File: config.mk
export PLATFORM = sky130hd
export DESIGN_NAME = tia_mul
export DESIGN_NICKNAME = d
export VERILOG_FILES = /design/src/tia_pkg.sv /design/src/tia_mul.sv
export SDC_FILE = /design/constraint.sdc
export NUM_CORES = 2
export LEC_CHECK = 0
export BUFFER_PORTS_ARGS = -buffer_cell sky130_fd_sc_hd__buf_2
export CAP_MARGIN = 5
export CORE_MARGIN = 10
export CORE_UTILIZATION = 24
export DETAILED_ROUTE_END_ITERATION = 7
export REMOVE_ABC_BUFFERS = 1
export SYNTH_ARGS = -nofsm -noshare
export SYNTH_HDL_FRONTEND = slang
export SYNTH_SLANG_ARGS = --single-unit
File: constraint.sdc
create_clock -name clk_i -period 0.8 [get_ports clk_i]
set_input_delay 0.12 -clock clk_i [delete_from_list [all_inputs] [get_ports clk_i]]
set_output_delay 0.12 -clock clk_i [all_outputs]
set_load 0.005 [all_outputs]
File: src/tia_pkg.sv
package tia_pkg;

  localparam int unsigned W   = 32;
  localparam int unsigned SHW = $clog2(W);

  typedef enum logic [4:0] {
    CMD_ADD  = 5'd0,
    CMD_SUB  = 5'd1,
    CMD_MUL  = 5'd2,
    CMD_DIV  = 5'd3,
    CMD_MOD  = 5'd4,
    CMD_OR   = 5'd5,
    CMD_XOR  = 5'd6,
    CMD_AND  = 5'd7,
    CMD_SHL  = 5'd8,
    CMD_LT   = 5'd9,
    CMD_GT   = 5'd10,
    CMD_EQ   = 5'd11,
    CMD_NE   = 5'd12,
    CMD_LE   = 5'd13,
    CMD_GE   = 5'd14,
    CMD_LAND = 5'd15,
    CMD_LOR  = 5'd16,
    CMD_LXOR = 5'd17,
    CMD_NOT  = 5'd18,
    CMD_ABS  = 5'd19,
    CMD_SIGN = 5'd20,
    CMD_INC  = 5'd21,
    CMD_DEC  = 5'd22
  } cmd_e;

  typedef enum logic [1:0] {
    TAG_INT  = 2'd0,
    TAG_OBJ  = 2'd1,
    TAG_GVAR = 2'd2,
    TAG_LVAR = 2'd3
  } tag_e;

  typedef struct packed {
    logic [W-1:0] res;
    logic [1:0]   rtag;
    logic         ovf;
    logic         dz;
    logic         terr;
    logic         is_mul;
    logic         is_div;
    logic         is_mod;
    logic         q_neg;
    logic         r_neg;
  } meta_t;

  typedef struct packed {
    meta_t        meta;
    logic [W-1:0] a;
    logic [W-1:0] b;
  } dec_t;

  typedef struct packed {
    meta_t        meta;
    logic [W-1:0] dvd;
    logic [W-1:0] dvs;
    logic [W:0]   rem;
  } div_t;

  function automatic div_t div_step(div_t s);
    div_t       r;
    logic [W:0] sh;
    r  = s;
    sh = {s.rem[W-1:0], s.dvd[W-1]};
    r.dvd = {s.dvd[W-2:0], 1'b0};
    if (sh >= {1'b0, s.dvs}) begin
      r.rem    = sh - {1'b0, s.dvs};
      r.dvd[0] = 1'b1;
    end else begin
      r.rem = sh;
    end
    return r;
  endfunction

endpackage

File: src/tia_mul.sv
module tia_mul (
  input  logic          clk_i,
  input  logic          rst_ni,
  input  logic          en_i,
  input  logic          vld_i,
  input  tia_pkg::dec_t dec_i,
  output logic          vld_o,
  output tia_pkg::div_t div_o
);
  import tia_pkg::*;

  div_t           div_d, div_q;
  logic           vld_q;
  logic [2*W-1:0] prod;

  always_comb begin
    prod       = $signed(dec_i.a) * $signed(dec_i.b);
    div_d      = '0;
    div_d.meta = dec_i.meta;
    div_d.dvd  = dec_i.a[W-1] ? ('0 - dec_i.a) : dec_i.a;
    div_d.dvs  = dec_i.b[W-1] ? ('0 - dec_i.b) : dec_i.b;
    if (dec_i.meta.is_mul) begin
      div_d.meta.res = prod[W-1:0];
      div_d.meta.ovf = (prod[2*W-1:W-1] != '0) && (prod[2*W-1:W-1] != '1);
    end
  end

  always_ff @(posedge clk_i or negedge rst_ni) begin
    if (!rst_ni) begin
      vld_q <= 1'b0;
    end else if (en_i) begin
      vld_q <= vld_i;
    end
  end

  always_ff @(posedge clk_i) begin
    if (en_i) begin
      div_q <= div_d;
    end
  end

  assign vld_o = vld_q;
  assign div_o = div_q;
endmodule

==> results by group <==
Logic synthesis
  • Mapped Cells: just over 4000
  • Synth cell types: 77
  • FF+latch count, synth: 107
  • Compound-Gate Fraction of Synth Area: 4.55%
  • Synth warn: 0
  • Post-synth EDFFs: 106
  • Largest family of logic cells by synthesized area: adder cells
  • Mux cell area share after synthesis: 0.902%
  • Async S/R FF share, synth: 0.935%
  • Cell Area, Synth: ~40000 um^2
  • Sequential-to-total area share from yosys stat: 7.84%
  • Post-synth top flop: edfxtp_1
  • Post-synthesis adder-cell area fraction: 58.6%
  • Post-Synth Simple-Gate Area: approximately 15%
  • XOR/XNOR share of the synthesized area: 2.59%
  • Syn avg cell area: 9.90 um^2

Setup path
  • Critical Path AT: 7.79 ns
  • Worst-path maximum fanout: 10
  • CP Capture Type: flip-flop
  • FF-to-FF path depth: 1
  • Critical path type: input port to flip-flop
  • Startpoint Class: input port
  • CP required: ~1.0 ns

Place
  • Hpwl dp: 114000 um
  • Cell Area, Placed: 49100 um^2
  • # port buffers: 216
  • Final GP Congestion: 0.878

Run
  • Total of max-cap violations: 0

Layout
  • Layout area overhead: 32.1%
  • Number of fill cells: 17200
  • Nets: 6221
  • Post-route cell area: 54000 um^2
  • Fraction of layout cells with a size suffix above 1: 28.7%

Die
  • Die Y: approximately 430 um
  • Core ar.: between 150000 and 200000 um^2
  • Die area: 187000 um^2
  • Die width: about 430 um
  • Ports: 250
  • Row cnt: 151
  • Initial Utilization: 24.1%

CTS
  • Clk_lat worst skew: 0.42 ns
  • Clock root cell: clkbuf_16
  • H-Tree Depth: 3
  • TritonCTS clock tree: done
  • Hold Buf Count CTS: 41
  • Clock transition at path regs: around 0.11 ns
  • Number of CTS-inserted buffers: 9
  • # clock sinks: 107
  • Bufs on Longest Clock Path: 2

STA
  • Final slew viol count: 0
  • Fin Clk Skew: 0 ns
  • RSZ-0062 raised after global routing: yes
  • Final worst path period share: 947%
  • Final Hold Viols: 0
  • Final setup fails: between 200 and 250
  • Final setup TNS: -236.15 ns
  • Worst slew pin tran: 0.661 ns
  • Setup slack after layout: -6.77 ns
  • Tmin final: 7.57 ns
  • Slew HR: 55.5%
  • Max Fclk: 132 MHz

Hold path
  • Hold path depth: 2
  • Hold WC Path Type: input port to flip-flop

Routing
  • Max layer used: met5
  • Met2 wire len: 66700 um
  • Vias per cell: 4.48
  • M1 wire length: 54700 um
  • WL/cell: 19.3 um
  • Routed WL: 136000 um
  • 1st-iter DRT viols: 2004
  • Wire length on met3: 11200 um
  • DRC violations left: 0
  • Via count: between 30000 and 40000
  • Post-route ant nets: 0
  • DRT Pass-1 Iters: 5

Global routing
  • Pin count of the biggest net entering global routing: 26
  • Vias in the first global route: 35200
  • Initial antenna violation count: 11
  • Global route overflow: 0
  • Global-route wire length before repair: roughly 210000 um
  • GR Util All Layers: 14.4%

Status
  • Status: finished with violations
  • Failing checks: negative setup slack
repair_timing:
item,in CTS,in global routing
cloned,6,2
endpoints found under the hold margin,42,2
buffers inserted,45,27
pin swaps,176,130
gates resized for setup,528,255
endpoints found under the setup margin,202,202
sequential cells by signal (all words and copies together) (netlist names):
signal,count
div_o,106
vld_o,1
logic make-up (layout without fill, tap and decap cells):
family,after synthesis,after routing
fa+ha+maj,1268,1268
mux,33,33
compound gates,274,274
xor+xnor,121,121
buf+inv,1045,1728
flops,107,107
simple gates,1284,1284
other cells,1,34
critical path, stage by stage:
cell	delay, ns
buf_2	0.36
buf_4	0.25
nand2_1	0.08
fa_1	0.51
fa_1	0.58
fa_1	0.44
fa_1	0.54
fa_1	0.47
fa_1	0.52
fa_1	0.43
fa_1	0.52
inv_1	0.05
ha_1	0.30
a21oi_1	0.37
o21ai_0	0.18
o21ai_1	0.27
a31oi_2	0.16
a211oi_2	0.17
buf_4	0.18
nor4b_4	0.05
o311ai_2	0.36
a32oi_1	0.17
xnor2_1	0.17
nor3_1	0.21
buf_4	0.16
o2bb2ai_1	0.11
nor2_1	0.05
cell usage after synthesis, types with 9 or more instances:
master	count	area share, %
a21oi_1	67	0.82
o211ai_1	11	0.20
fa_1	1082	53
and2_1	444	6.8
nor4_1	15	0.23
xor2_1	20	0.43
inv_1	736	6.8
buf_4	33	0.61
nor2_1	54	0.50
xnor2_1	101	2.2
a21o_1	33	0.61
o21ai_0	48	0.59
a211oi_1	12	0.22
nand2b_1	30	0.46
mux2_2	31	0.85
edfxtp_1	106	7.8
nand2_1	627	5.8
or3_1	15	0.23
o21a_1	9	0.17
and3_1	11	0.17
ha_1	186	5.7
o31ai_1	20	0.37
clkbuf_1	250	2.3
nor3_1	20	0.24
nand4_1	15	0.23
buf_2	16	0.20
o21ai_1	9	0.11
nand3_1	23	0.28
o41ai_1	9	0.19
path summary, 6_finish.rpt:
| check | from | to | slack (ns) |
|---|---|---|---|
| worst max-delay path | dec_i[27] | div_o[104] | -6.77 |
| worst min-delay path | dec_i[91] | div_o[124] | 0.008 |
| worst max register to register | vld_o | vld_o | 0.05 |
| worst min register to register | vld_o | vld_o | 0.52 |
| max in group asynchronous | rst_ni | vld_o | 0.19 |
| min in group asynchronous | rst_ni | vld_o | 0.51 |
final cells by class:
| type | count | area, um^2 | share of cell area (%) |
|---|---|---|---|
| multi-input cells | 3013 | 36300 | 67.3 |
| repair buffers | 975 | 8630 | 16.0 |
| flip-flops and latches | 107 | 3210 | 5.94 |
| inverters | 737 | 2780 | 5.15 |
| well taps | 2218 | 2780 | 5.14 |
| clock buffers | 9 | 225 | 0.417 |
| clock inverters | 7 | 68.8 | 0.127 |
| diodes | 1 | 2.50 | 0.00463 |
metrics by stage:
stage	worst slack (ns)	std cells	utilization (%)	hold WS, ns
floorplan	-7.07	3857	-	-0.176
global placement	-7.84	6943	28.9	-0.105
detailed placement	-7.83	6943	28.9	-0.102
CTS	-6.67	7043	31.0	-0.0441
global route	-7.04	7066	31.9	-0.0154
finish	-6.77	7067	31.9	0.00804
layer usage:
layer	GRT usage, %	vias to the layer above
li1	-	13700
met2	24.3	1025
met4	3.71	14
met5	0	-
met1	18.6	16700
met3	3.28	184
layout by cell type, fill, tap and decap left out, drive strengths merged, types with 31 or more instances in the layout:
cell and instances:
edfxtp 106, xnor2 101, and2 445, o21ai 57
buf 929, fa 1082, conb 33, nor2 54
nand2 627, ha 186, inv 736, mux2 31
a21oi 71, a21o 33, dlygate4sd3 41
Power is not shown: default switching activity piles up to over one toggle a cycle in this logic, so the estimate is an artifact.
