**config.mk**
```make
export PLATFORM = sky130hd
export DESIGN_NAME = tia_decode
export DESIGN_NICKNAME = d
export VERILOG_FILES = /design/src/tia_pkg.sv /design/src/tia_decode.sv
export SDC_FILE = /design/constraint.sdc
export NUM_CORES = 1
export LEC_CHECK = 0
export ABC_AREA = 0
export BUFFER_PORTS_ARGS = -buffer_cell sky130_fd_sc_hd__buf_2
export CAP_MARGIN = 5
export CORE_ASPECT_RATIO = 0.9
export CORE_MARGIN = 5
export CORE_UTILIZATION = 60
export DETAILED_ROUTE_END_ITERATION = 12
export PLACE_DENSITY = 0.8
export SETUP_SLACK_MARGIN = 0.2
export SLEW_MARGIN = 20
export SYNTH_ARGS = -nofsm -noshare
export SYNTH_HDL_FRONTEND = slang
export SYNTH_SLANG_ARGS = --single-unit
```
**constraint.sdc**
```tcl
create_clock -name clk_i -period 0.8 [get_ports clk_i]
set_input_delay 0.12 -clock clk_i [delete_from_list [all_inputs] [get_ports clk_i]]
set_output_delay 0.12 -clock clk_i [all_outputs]
set_load 0.005 [all_outputs]
```
**src/tia_pkg.sv**
```systemverilog
package tia_pkg;

  localparam int unsigned W   = 32;
  localparam int unsigned SHW = $clog2(W);

  typedef enum logic [4:0] {
    CMD_ADD  = 5'd0,
    CMD_SUB  = 5'd1,
    CMD_MUL  = 5'd2,
    CMD_DIV  = 5'd3,
    CMD_MOD  = 5'd4,
    CMD_OR   = 5'd5,
    CMD_XOR  = 5'd6,
    CMD_AND  = 5'd7,
    CMD_SHL  = 5'd8,
    CMD_LT   = 5'd9,
    CMD_GT   = 5'd10,
    CMD_EQ   = 5'd11,
    CMD_NE   = 5'd12,
    CMD_LE   = 5'd13,
    CMD_GE   = 5'd14,
    CMD_LAND = 5'd15,
    CMD_LOR  = 5'd16,
    CMD_LXOR = 5'd17,
    CMD_NOT  = 5'd18,
    CMD_ABS  = 5'd19,
    CMD_SIGN = 5'd20,
    CMD_INC  = 5'd21,
    CMD_DEC  = 5'd22
  } cmd_e;

  typedef enum logic [1:0] {
    TAG_INT  = 2'd0,
    TAG_OBJ  = 2'd1,
    TAG_GVAR = 2'd2,
    TAG_LVAR = 2'd3
  } tag_e;

  typedef struct packed {
    logic [W-1:0] res;
    logic [1:0]   rtag;
    logic         ovf;
    logic         dz;
    logic         terr;
    logic         is_mul;
    logic         is_div;
    logic         is_mod;
    logic         q_neg;
    logic         r_neg;
  } meta_t;

  typedef struct packed {
    meta_t        meta;
    logic [W-1:0] a;
    logic [W-1:0] b;
  } dec_t;

  typedef struct packed {
    meta_t        meta;
    logic [W-1:0] dvd;
    logic [W-1:0] dvs;
    logic [W:0]   rem;
  } div_t;

  function automatic div_t div_step(div_t s);
    div_t       r;
    logic [W:0] sh;
    r  = s;
    sh = {s.rem[W-1:0], s.dvd[W-1]};
    r.dvd = {s.dvd[W-2:0], 1'b0};
    if (sh >= {1'b0, s.dvs}) begin
      r.rem    = sh - {1'b0, s.dvs};
      r.dvd[0] = 1'b1;
    end else begin
      r.rem = sh;
    end
    return r;
  endfunction

endpackage

```
**src/tia_decode.sv**
```systemverilog
module tia_decode (
  input  logic                     clk_i,
  input  logic                     rst_ni,
  input  logic                     en_i,
  input  logic                     vld_i,
  input  logic [4:0]               cmd_i,
  input  logic [tia_pkg::W-1:0]    a_i,
  input  logic [1:0]               at_i,
  input  logic [tia_pkg::W-1:0]    b_i,
  input  logic [1:0]               bt_i,
  output logic                     vld_o,
  output tia_pkg::dec_t            dec_o
);
  import tia_pkg::*;

  localparam logic [W-1:0] WLIM = W[W-1:0];
  localparam logic [W-1:0] SMAX = W[W-1:0] - 1'b1;

  cmd_e         cmd;
  dec_t         dec_d, dec_q;
  logic         vld_q;
  logic         terr, fa, fb, slt_ab, slt_ba;
  logic [W-1:0] sum, dif, magb, shv;
  logic [SHW-1:0] n;

  always_comb begin
    cmd    = cmd_e'(cmd_i);
    sum    = a_i + b_i;
    dif    = a_i - b_i;
    slt_ab = $signed(a_i) < $signed(b_i);
    slt_ba = $signed(b_i) < $signed(a_i);
    fa     = (at_i == TAG_INT) ? (a_i == '0) : ((at_i == TAG_OBJ) ? (a_i == '1) : 1'b0);
    fb     = (bt_i == TAG_INT) ? (b_i == '0) : ((bt_i == TAG_OBJ) ? (b_i == '1) : 1'b0);
    magb   = '0 - b_i;
    n      = (magb > SMAX) ? SMAX[SHW-1:0] : magb[SHW-1:0];
    if (b_i == '0) begin
      shv = a_i;
    end else if (!b_i[W-1]) begin
      shv = (b_i >= WLIM) ? '0 : (a_i << b_i[SHW-1:0]);
    end else begin
      shv = $unsigned($signed(a_i) >>> n);
    end

    dec_d      = '0;
    dec_d.a    = a_i;
    dec_d.b    = b_i;
    terr       = 1'b0;
    case (cmd)
      CMD_ADD, CMD_SUB, CMD_MUL, CMD_DIV, CMD_MOD, CMD_OR, CMD_XOR, CMD_AND, CMD_SHL: begin
        terr            = (bt_i != TAG_INT);
        dec_d.meta.rtag = at_i;
      end
      CMD_LT, CMD_GT, CMD_EQ, CMD_NE, CMD_LE, CMD_GE: terr = at_i[1] | bt_i[1];
      CMD_LAND, CMD_LOR, CMD_LXOR, CMD_NOT: terr = 1'b0;
      CMD_ABS, CMD_SIGN: terr = (bt_i != TAG_INT);
      CMD_INC, CMD_DEC: begin
        terr            = bt_i[1];
        dec_d.meta.rtag = bt_i;
      end
      default: terr = 1'b1;
    endcase

    case (cmd)
      CMD_ADD: begin
        dec_d.meta.res = sum;
        dec_d.meta.ovf = (a_i[W-1] == b_i[W-1]) && (sum[W-1] != a_i[W-1]);
      end
      CMD_SUB: begin
        dec_d.meta.res = dif;
        dec_d.meta.ovf = (a_i[W-1] != b_i[W-1]) && (dif[W-1] != a_i[W-1]);
      end
      CMD_MUL: dec_d.meta.is_mul = 1'b1;
      CMD_DIV: begin
        if (b_i == '0) begin
          dec_d.meta.dz = 1'b1;
        end else begin
          dec_d.meta.is_div = 1'b1;
          dec_d.meta.q_neg  = a_i[W-1] ^ b_i[W-1];
          dec_d.meta.ovf    = (a_i == {1'b1, {(W-1){1'b0}}}) && (b_i == '1);
        end
      end
      CMD_MOD: begin
        dec_d.meta.is_mod = (b_i != '0);
        dec_d.meta.r_neg  = a_i[W-1];
      end
      CMD_OR:   dec_d.meta.res = a_i | b_i;
      CMD_XOR:  dec_d.meta.res = a_i ^ b_i;
      CMD_AND:  dec_d.meta.res = a_i & b_i;
      CMD_SHL:  dec_d.meta.res = shv;
      CMD_LT:   dec_d.meta.res = W'(slt_ab);
      CMD_GT:   dec_d.meta.res = W'(slt_ba);
      CMD_EQ:   dec_d.meta.res = W'(a_i == b_i);
      CMD_NE:   dec_d.meta.res = W'(a_i != b_i);
      CMD_LE:   dec_d.meta.res = W'(!slt_ba);
      CMD_GE:   dec_d.meta.res = W'(!slt_ab);
      CMD_LAND: dec_d.meta.res = W'(!fa && !fb);
      CMD_LOR:  dec_d.meta.res = W'(!fa || !fb);
      CMD_LXOR: dec_d.meta.res = W'(fa != fb);
      CMD_NOT:  dec_d.meta.res = W'(fb);
      CMD_ABS:  dec_d.meta.res = b_i[W-1] ? magb : b_i;
      CMD_SIGN: dec_d.meta.res = (b_i == '0) ? '0 : (b_i[W-1] ? '1 : W'(1));
      CMD_INC:  dec_d.meta.res = b_i + W'(1);
      CMD_DEC:  dec_d.meta.res = b_i - W'(1);
      default:  dec_d.meta.res = '0;
    endcase

    if (terr) begin
      dec_d.meta      = '0;
      dec_d.meta.terr = 1'b1;
    end
  end

  always_ff @(posedge clk_i or negedge rst_ni) begin
    if (!rst_ni) begin
      vld_q <= 1'b0;
    end else if (en_i) begin
      vld_q <= vld_i;
    end
  end

  always_ff @(posedge clk_i) begin
    if (en_i) begin
      dec_q <= dec_d;
    end
  end

  assign vld_o = vld_q;
  assign dec_o = dec_q;
endmodule

```
==> results.txt, run 1 <==
- The synthesized design contains 107 register bits.
- Global routing consumed, over all layers together, 86.6% of the routing resources.
- At the end of routability-driven placement, the weighted congestion stood at 1.30.
- TritonCTS Sinks: 107
- After legalization and detailed placement, the total HPWL measured 72200 microns.
- Vias in the first global route: 31900
* Maximum number of pins on one net before global-route repair: 46
- Number of enable-type register cells in the synthesized netlist: 106
* Maximum count of clock buffers along a single path: 2
* Yosys cell types: 95
- Of all flip-flops after synthesis, the portion carrying an async set or reset was 0.935%.
- In this run the count of I/O pins placed on the die edge is 184.
- In this run the mean area of a mapped cell was 7.84 sq um.
- The first error in the log reads "[ERROR GRT-0116] Global routing finished with congestion. Check the congestion regions in the DRC Viewer".
* Cell area after synthesis: 17000 sq um
- After synthesis, flip-flops and latches occupy 18.8% of the total area.
* Post-synthesis cell count: 2173
* First-pass GRT wire length: 214000 microns
* Global route overflow: 316
* Leading register cell type out of synthesis: edfxtp_1
- Buffers placed on the I/O ports in this run total 183.
- Clock H-tree levels: 3
- In this run the vertical extent of the chip is 170 microns.
- For this configuration, the core starts out at a cell density of 60.8%.
- CTS placed an instance of clkbuf_16 at the clock tree root.
- For this run, the number of Yosys warnings is 0.
* Fail Step: global routing
- In this run the horizontal extent of the chip is 188 microns.
* Number of buffers added by the clock tree synthesis step: 9
- The run stopped with a tool error.
* Placement row count: 58
- Synthesized netlist net count: 2416
==> cells by family after synthesis <==
family / share of synthesized area (%)
compound gates: 30.3
xor+xnor: 3.39
fa+ha+maj: 12.3
buf+inv: 6.81
flops: 18.8
mux: 9.92
simple gates: 18.5
==> timing repair <==
item	CTS
hold buffers	1
pin swaps	68
buffers inserted	42
endpoints found under the setup margin	151
gates resized for setup	223
cloned	6
hold endpoints to repair	8
==> routing by layer <==
metal / global-route usage (%) / overflow
met1: 85.1 / 25
met3: 78.8 / 25
met2: 96.3 / 137
met5: 68.3 / 5
met4: 86.8 / 124
==> cell usage after synthesis, types with 44 or more instances <==
cell type    n  share of area (%)
a21oi_1    212                6.2
nand2_1    191                4.2
ha_1       163                 12
o21ai_0    159                4.7
nor2_1     154                3.4
clkbuf_1   133                2.9
inv_1      110                2.4
edfxtp_1   106                 19
mux2i_1     98                5.8
xnor2_1     58                3.0
nor3_1      51                1.5
o211ai_1    44                1.9
==> stage by stage <==
step	setup TNS [ns]	instances	cell area, sq um	setup slack [ns]	hold slack, ns
3_3_place_gp	-139.06	3316	24100	-3.93	-0.106
3_5_place_dp	-150.93	3316	24100	-4.18	-0.104
2_1_floorplan	-138.44	2173	17600	-4.16	-0.176
4_1_cts	-140.55	3381	25900	-3.45	-0.0819
==> run 2: changes to the inputs <==
--- a/config.mk
+++ b/config.mk
@@ -8,12 +8,10 @@
 export ABC_AREA = 0
 export BUFFER_PORTS_ARGS = -buffer_cell sky130_fd_sc_hd__buf_2
 export CAP_MARGIN = 5
-export CORE_ASPECT_RATIO = 0.9
 export CORE_MARGIN = 5
-export CORE_UTILIZATION = 60
+export CORE_UTILIZATION = 40
 export DETAILED_ROUTE_END_ITERATION = 12
-export PLACE_DENSITY = 0.8
-export SETUP_SLACK_MARGIN = 0.2
+export PLACE_DENSITY_LB_ADDON = 0.15
 export SLEW_MARGIN = 20
 export SYNTH_ARGS = -nofsm -noshare
 export SYNTH_HDL_FRONTEND = slang
==> results.txt, run 2 <==
- From synthesis to final layout, the design area changed by 60.2%.
- Global routing used 42.2% of the available tracks.
- Maximum number of pins on one net before global-route repair: 43
* Die outline area: 46800 sq um
- Worst Path Arrival: 4.35 ns
- Fmax: 239 MHz
- Clock root buffer: clkbuf_16
- The count of flip-flops with a built-in enable after synthesis is 106 (unchanged).
- Share of flip-flops with an asynchronous set or reset after synthesis: 0.935% (unchanged)
- Routed via count divided by cell count: 6.41
- Violated checks: setup timing
* Area occupied by multi-input gates: 14200 sq um
- Die X: 216 microns (+15%)
- Number of flip-flops in the largest register: 106
- After detailed routing, the number of remaining DRC violations is 0.
* Clock tree from TritonCTS: built
- Dividing total power by cell area gives a power density of 961 nW/um^2.
- The count of synthesis-stage warnings from yosys came to 0 (unchanged).
* Commonest cells after routing, fill and taps aside: buf_4 (784), nand2_1 (184), a21oi_1 (184), buf_2 (171), ha_1 (144)
- Proportion of power drawn by the clock network: 21.9%
* Slew margin rel.: 43.4%
* Initial core utilization: 40.5% (-20 points)
* Clock H-tree levels: 3 (unchanged)
- Clk pin slew, worst setup/hold paths: 0.08 ns
* Share of the clock period used by the worst path after layout: 522%
* Register bit count reported by yosys: 107 (unchanged)
- Subtracting the final worst setup slack from the clock period gives 4.18 ns.
* Crit path setup slack, layout: -3.38 ns
* Layout cells sized above 1: 44.4%
- Cell area after synthesis: 17000 sq um (unchanged)
- Fraction of power spent switching nets: 39.6%
* Vias in the first global route: 22600
- Setup_tns: -140.28 ns
* Outcome: complete, but fails checks
- Number of iterations in the first detailed-routing pass: 6
- Lkg Pwr: 12.0 nW
- Setup violations remaining at the end of the flow were counted as 149.
- Between clock sinks in the finished design, the worst skew comes to 0 ns.
* Slew of the pin with the lowest slew margin: 0.840 ns
* Layout Nets: 3327
* Routed wirelength normalized by instance count: 28.5 microns
* Start point of the critical path: b_i[6]
- Worst-case vdd ir drop: 0.00110 V
- Number of maximum-capacitance violations: 0
* Layout fillers: 3679
- By area the synthesized netlist is led by edfxtp_1 (19%), ha_1 (12%), a21oi_1 (6.2%), mux2i_1 (5.8%), o21ai_0 (4.7%).
- The routed layout has 23300 vias.
- The net count after synthesis came to 2416 (unchanged).
- Area inside the core boundary: 42000 sq um
- The most used flip-flop cell after synthesis is edfxtp_1.
* Global route overflow: 0
- The worst setup path is launched from a primary input.
- Reg power frac: 26.0%
- The sequential cells in the finished layout cover a total of 3210 sq um.
* Capture instance of the worst register-to-register path: vld_o$_DFFE_PN0P_
* Latest clock arrival within the worst-skew pair: 0.41 ns
- Chip height: 216 microns (+27%)
- Yosys cell types: 95 (unchanged)
- Number of antenna violations at the first check in global routing: 5
- Total placed cells including tap cells: 3550 (+7.1%)
- Count of boundary I/O pins: 184 (unchanged)
- Post-route antenna net violation count: 0
- The weighted congestion reported at the end of routability-driven placement is 1.12 (-14%).
- Along the worst path, the maximum fanout reaches 8.
- For this block, the routed nets add up to 103000 microns of wire.
* Worst hold-check path type: in2async
- The portion of synthesized cell area occupied by the leading cell type came to 18.7% (unchanged).
- Biggest area consumer among synthesized cells: edfxtp_1
- Leading cell types by count after synthesis: a21oi_1 (212), nand2_1 (191), ha_1 (163)
* FF-to-FF setup slack: 0.05 ns
* Start-to-end type of the worst setup path: in2reg
- The number of cell rows was 75 (+29%).
- Detail Placement HPWL: 82600 microns (+14%)
* DRC violation total after the first TritonRoute iteration: 3148
* Hold violation total from the final report: 0
- Portion of the post-synthesis area used by sequential elements: 18.8% (unchanged)
- Number of buffers added by the clock tree synthesis step: 9 (unchanged)
* Worst flop-to-flop path startpoint: vld_o$_DFFE_PN0P_
- Post-synthesis cell count: 2173 (unchanged)
- The internal portion of the total power is 15.9 mW.
- First-pass GRT wire length: 149000 microns
- Count of cells along the worst register-to-register path: 1
- Comb pwr share: 52.2%
- Net switching power figure: 10.4 mW
* Final Max Tran Viols: 0
- The buffer levels on the longest clock path came to 2 (unchanged).
- Post-Synthesis Mean Instance Area: 7.84 sq um (unchanged)
- TritonCTS Sinks: 107 (unchanged)
- Leaving out filler cells and counting taps, the final layout contains 3634.
- The number of input and output port buffers inserted is 183 (unchanged).
- Most instantiated library cell after synthesis: a21oi_1
- Leaving out fill and tap cells, the most frequent cell in the layout is buf_4.
* Unrepaired setup endpoints after global routing: true
- For the worst setup path, the data required time is 0.97 ns.
- Kind of end point of the critical path: flop
-- run 2: cell counts after synthesis --
Identical to the previous run, type by type.
-- run 2: what timing repair did --
item / 4_1_cts / 5_1_grt
hold endpoints to repair: 5 / 0
endpoints found under the setup margin: 149 / 149
gates resized for setup: 206 / 153
hold buffers: 5 / 0
pin swaps: 60 / 79
cloned: 1 / 0
buffers inserted: 28 / 35
-- run 2: area by class of cell --
type	instances	share of cell area, %
flip-flops and latches	107	11.7
repair buffers	1070	30.9
clock inverters	5	0.394
clock buffers	11	0.852
diodes	6	0.0550
inverters	114	1.67
well taps	539	2.47
multi-input cells	1782	51.9
-- run 2: power groups by stage --
| stage | registers (mW) | clock network [mW] | logic [mW] |
|---|---|---|---|
| 6_report | 6.82 | 5.74 | 13.7 |
| 5_1_grt | 6.85 | 6.06 | 14.3 |
| 4_1_cts | 6.82 | 5.82 | 12.8 |
| 3_5_place_dp | 6.93 | 0 | 12.1 |
| 3_3_place_gp | 6.94 | 0 | 12.1 |
| 2_1_floorplan | 6.96 | 0 | 5.33 |
-- run 2: layer usage --
layer / routed length (microns) / vias to the layer above / track usage, %
li1: - / 10100 / -
met1: 39800 / 11200 / 55.0
met2: 42900 / 1616 / 62.4
met4: 7990 / 0 / 25.7
met5: 0 / - / 0
met3: 12800 / 408 / 11.5
-- run 2: how the worst max path moves through the flow --
stage | endpoint | slack, ns
6_report | dec_o[95]$_SDFFCE_PP0P_ | -3.38
5_1_grt | dec_o[85]$_SDFFCE_PP0P_ | -3.50
4_1_cts | dec_o[95]$_SDFFCE_PP0P_ | -3.44
3_5_place_dp | dec_o[95]$_SDFFCE_PP0P_ | -4.22
3_3_place_gp | dec_o[86]$_SDFFCE_PP0P_ | -4.12
2_1_floorplan | dec_o[78]$_SDFFCE_PP0P_ | -4.16
-- run 2: metrics by stage --
stage | cell area, sq um | hold WS (ns) | setup slack [ns] | power (mW) | utilization, %
global route | 27300 | 0.0176 | -3.50 | 27.2 | 64.9
finish | 27300 | 0.00240 | -3.38 | 26.2 | 65.0
CTS | 26400 | 0.00428 | -3.44 | 25.4 | 62.7
floorplan | 17600 | -0.176 | -4.16 | 12.3 | -
global placement | 24800 | -0.104 | -4.12 | 19.0 | 58.9
detailed placement | 24800 | -0.0990 | -4.22 | 19.1 | 58.9
-- run 2: cells by family (layout without fill, tap and decap cells) --
family | after synthesis | after routing | share of synthesized area (%)
AOI/OAI and AO/OA | 785 | 785 | 30.3
xor gates and xnor gates | 66 | 66 | 3.39
adders and majority gates | 166 | 166 | 12.3
buffers and inverters | 284 | 1200 | 6.81
DFF | 107 | 107 | 18.8
muxes | 135 | 135 | 9.92
other | 0 | 6 | 0
and+or+nand+nor | 630 | 630 | 18.5
-- run 2: worst max-delay path, stage by stage --
cell     delay, ns
buf_6         0.10
or4_4         0.60
buf_6         0.18
or4_4         0.55
o31ai_1       0.28
mux2i_1       0.20
or4_4         0.58
nor4_4        0.16
buf_6         0.18
buf_12        0.11
buf_12        0.13
mux2i_1       0.22
mux2i_1       0.12
mux2_4        0.31
o21ai_4       0.23
a21oi_2       0.10
a21o_1        0.17
Note: power is estimated with default switching activity, not from simulation.
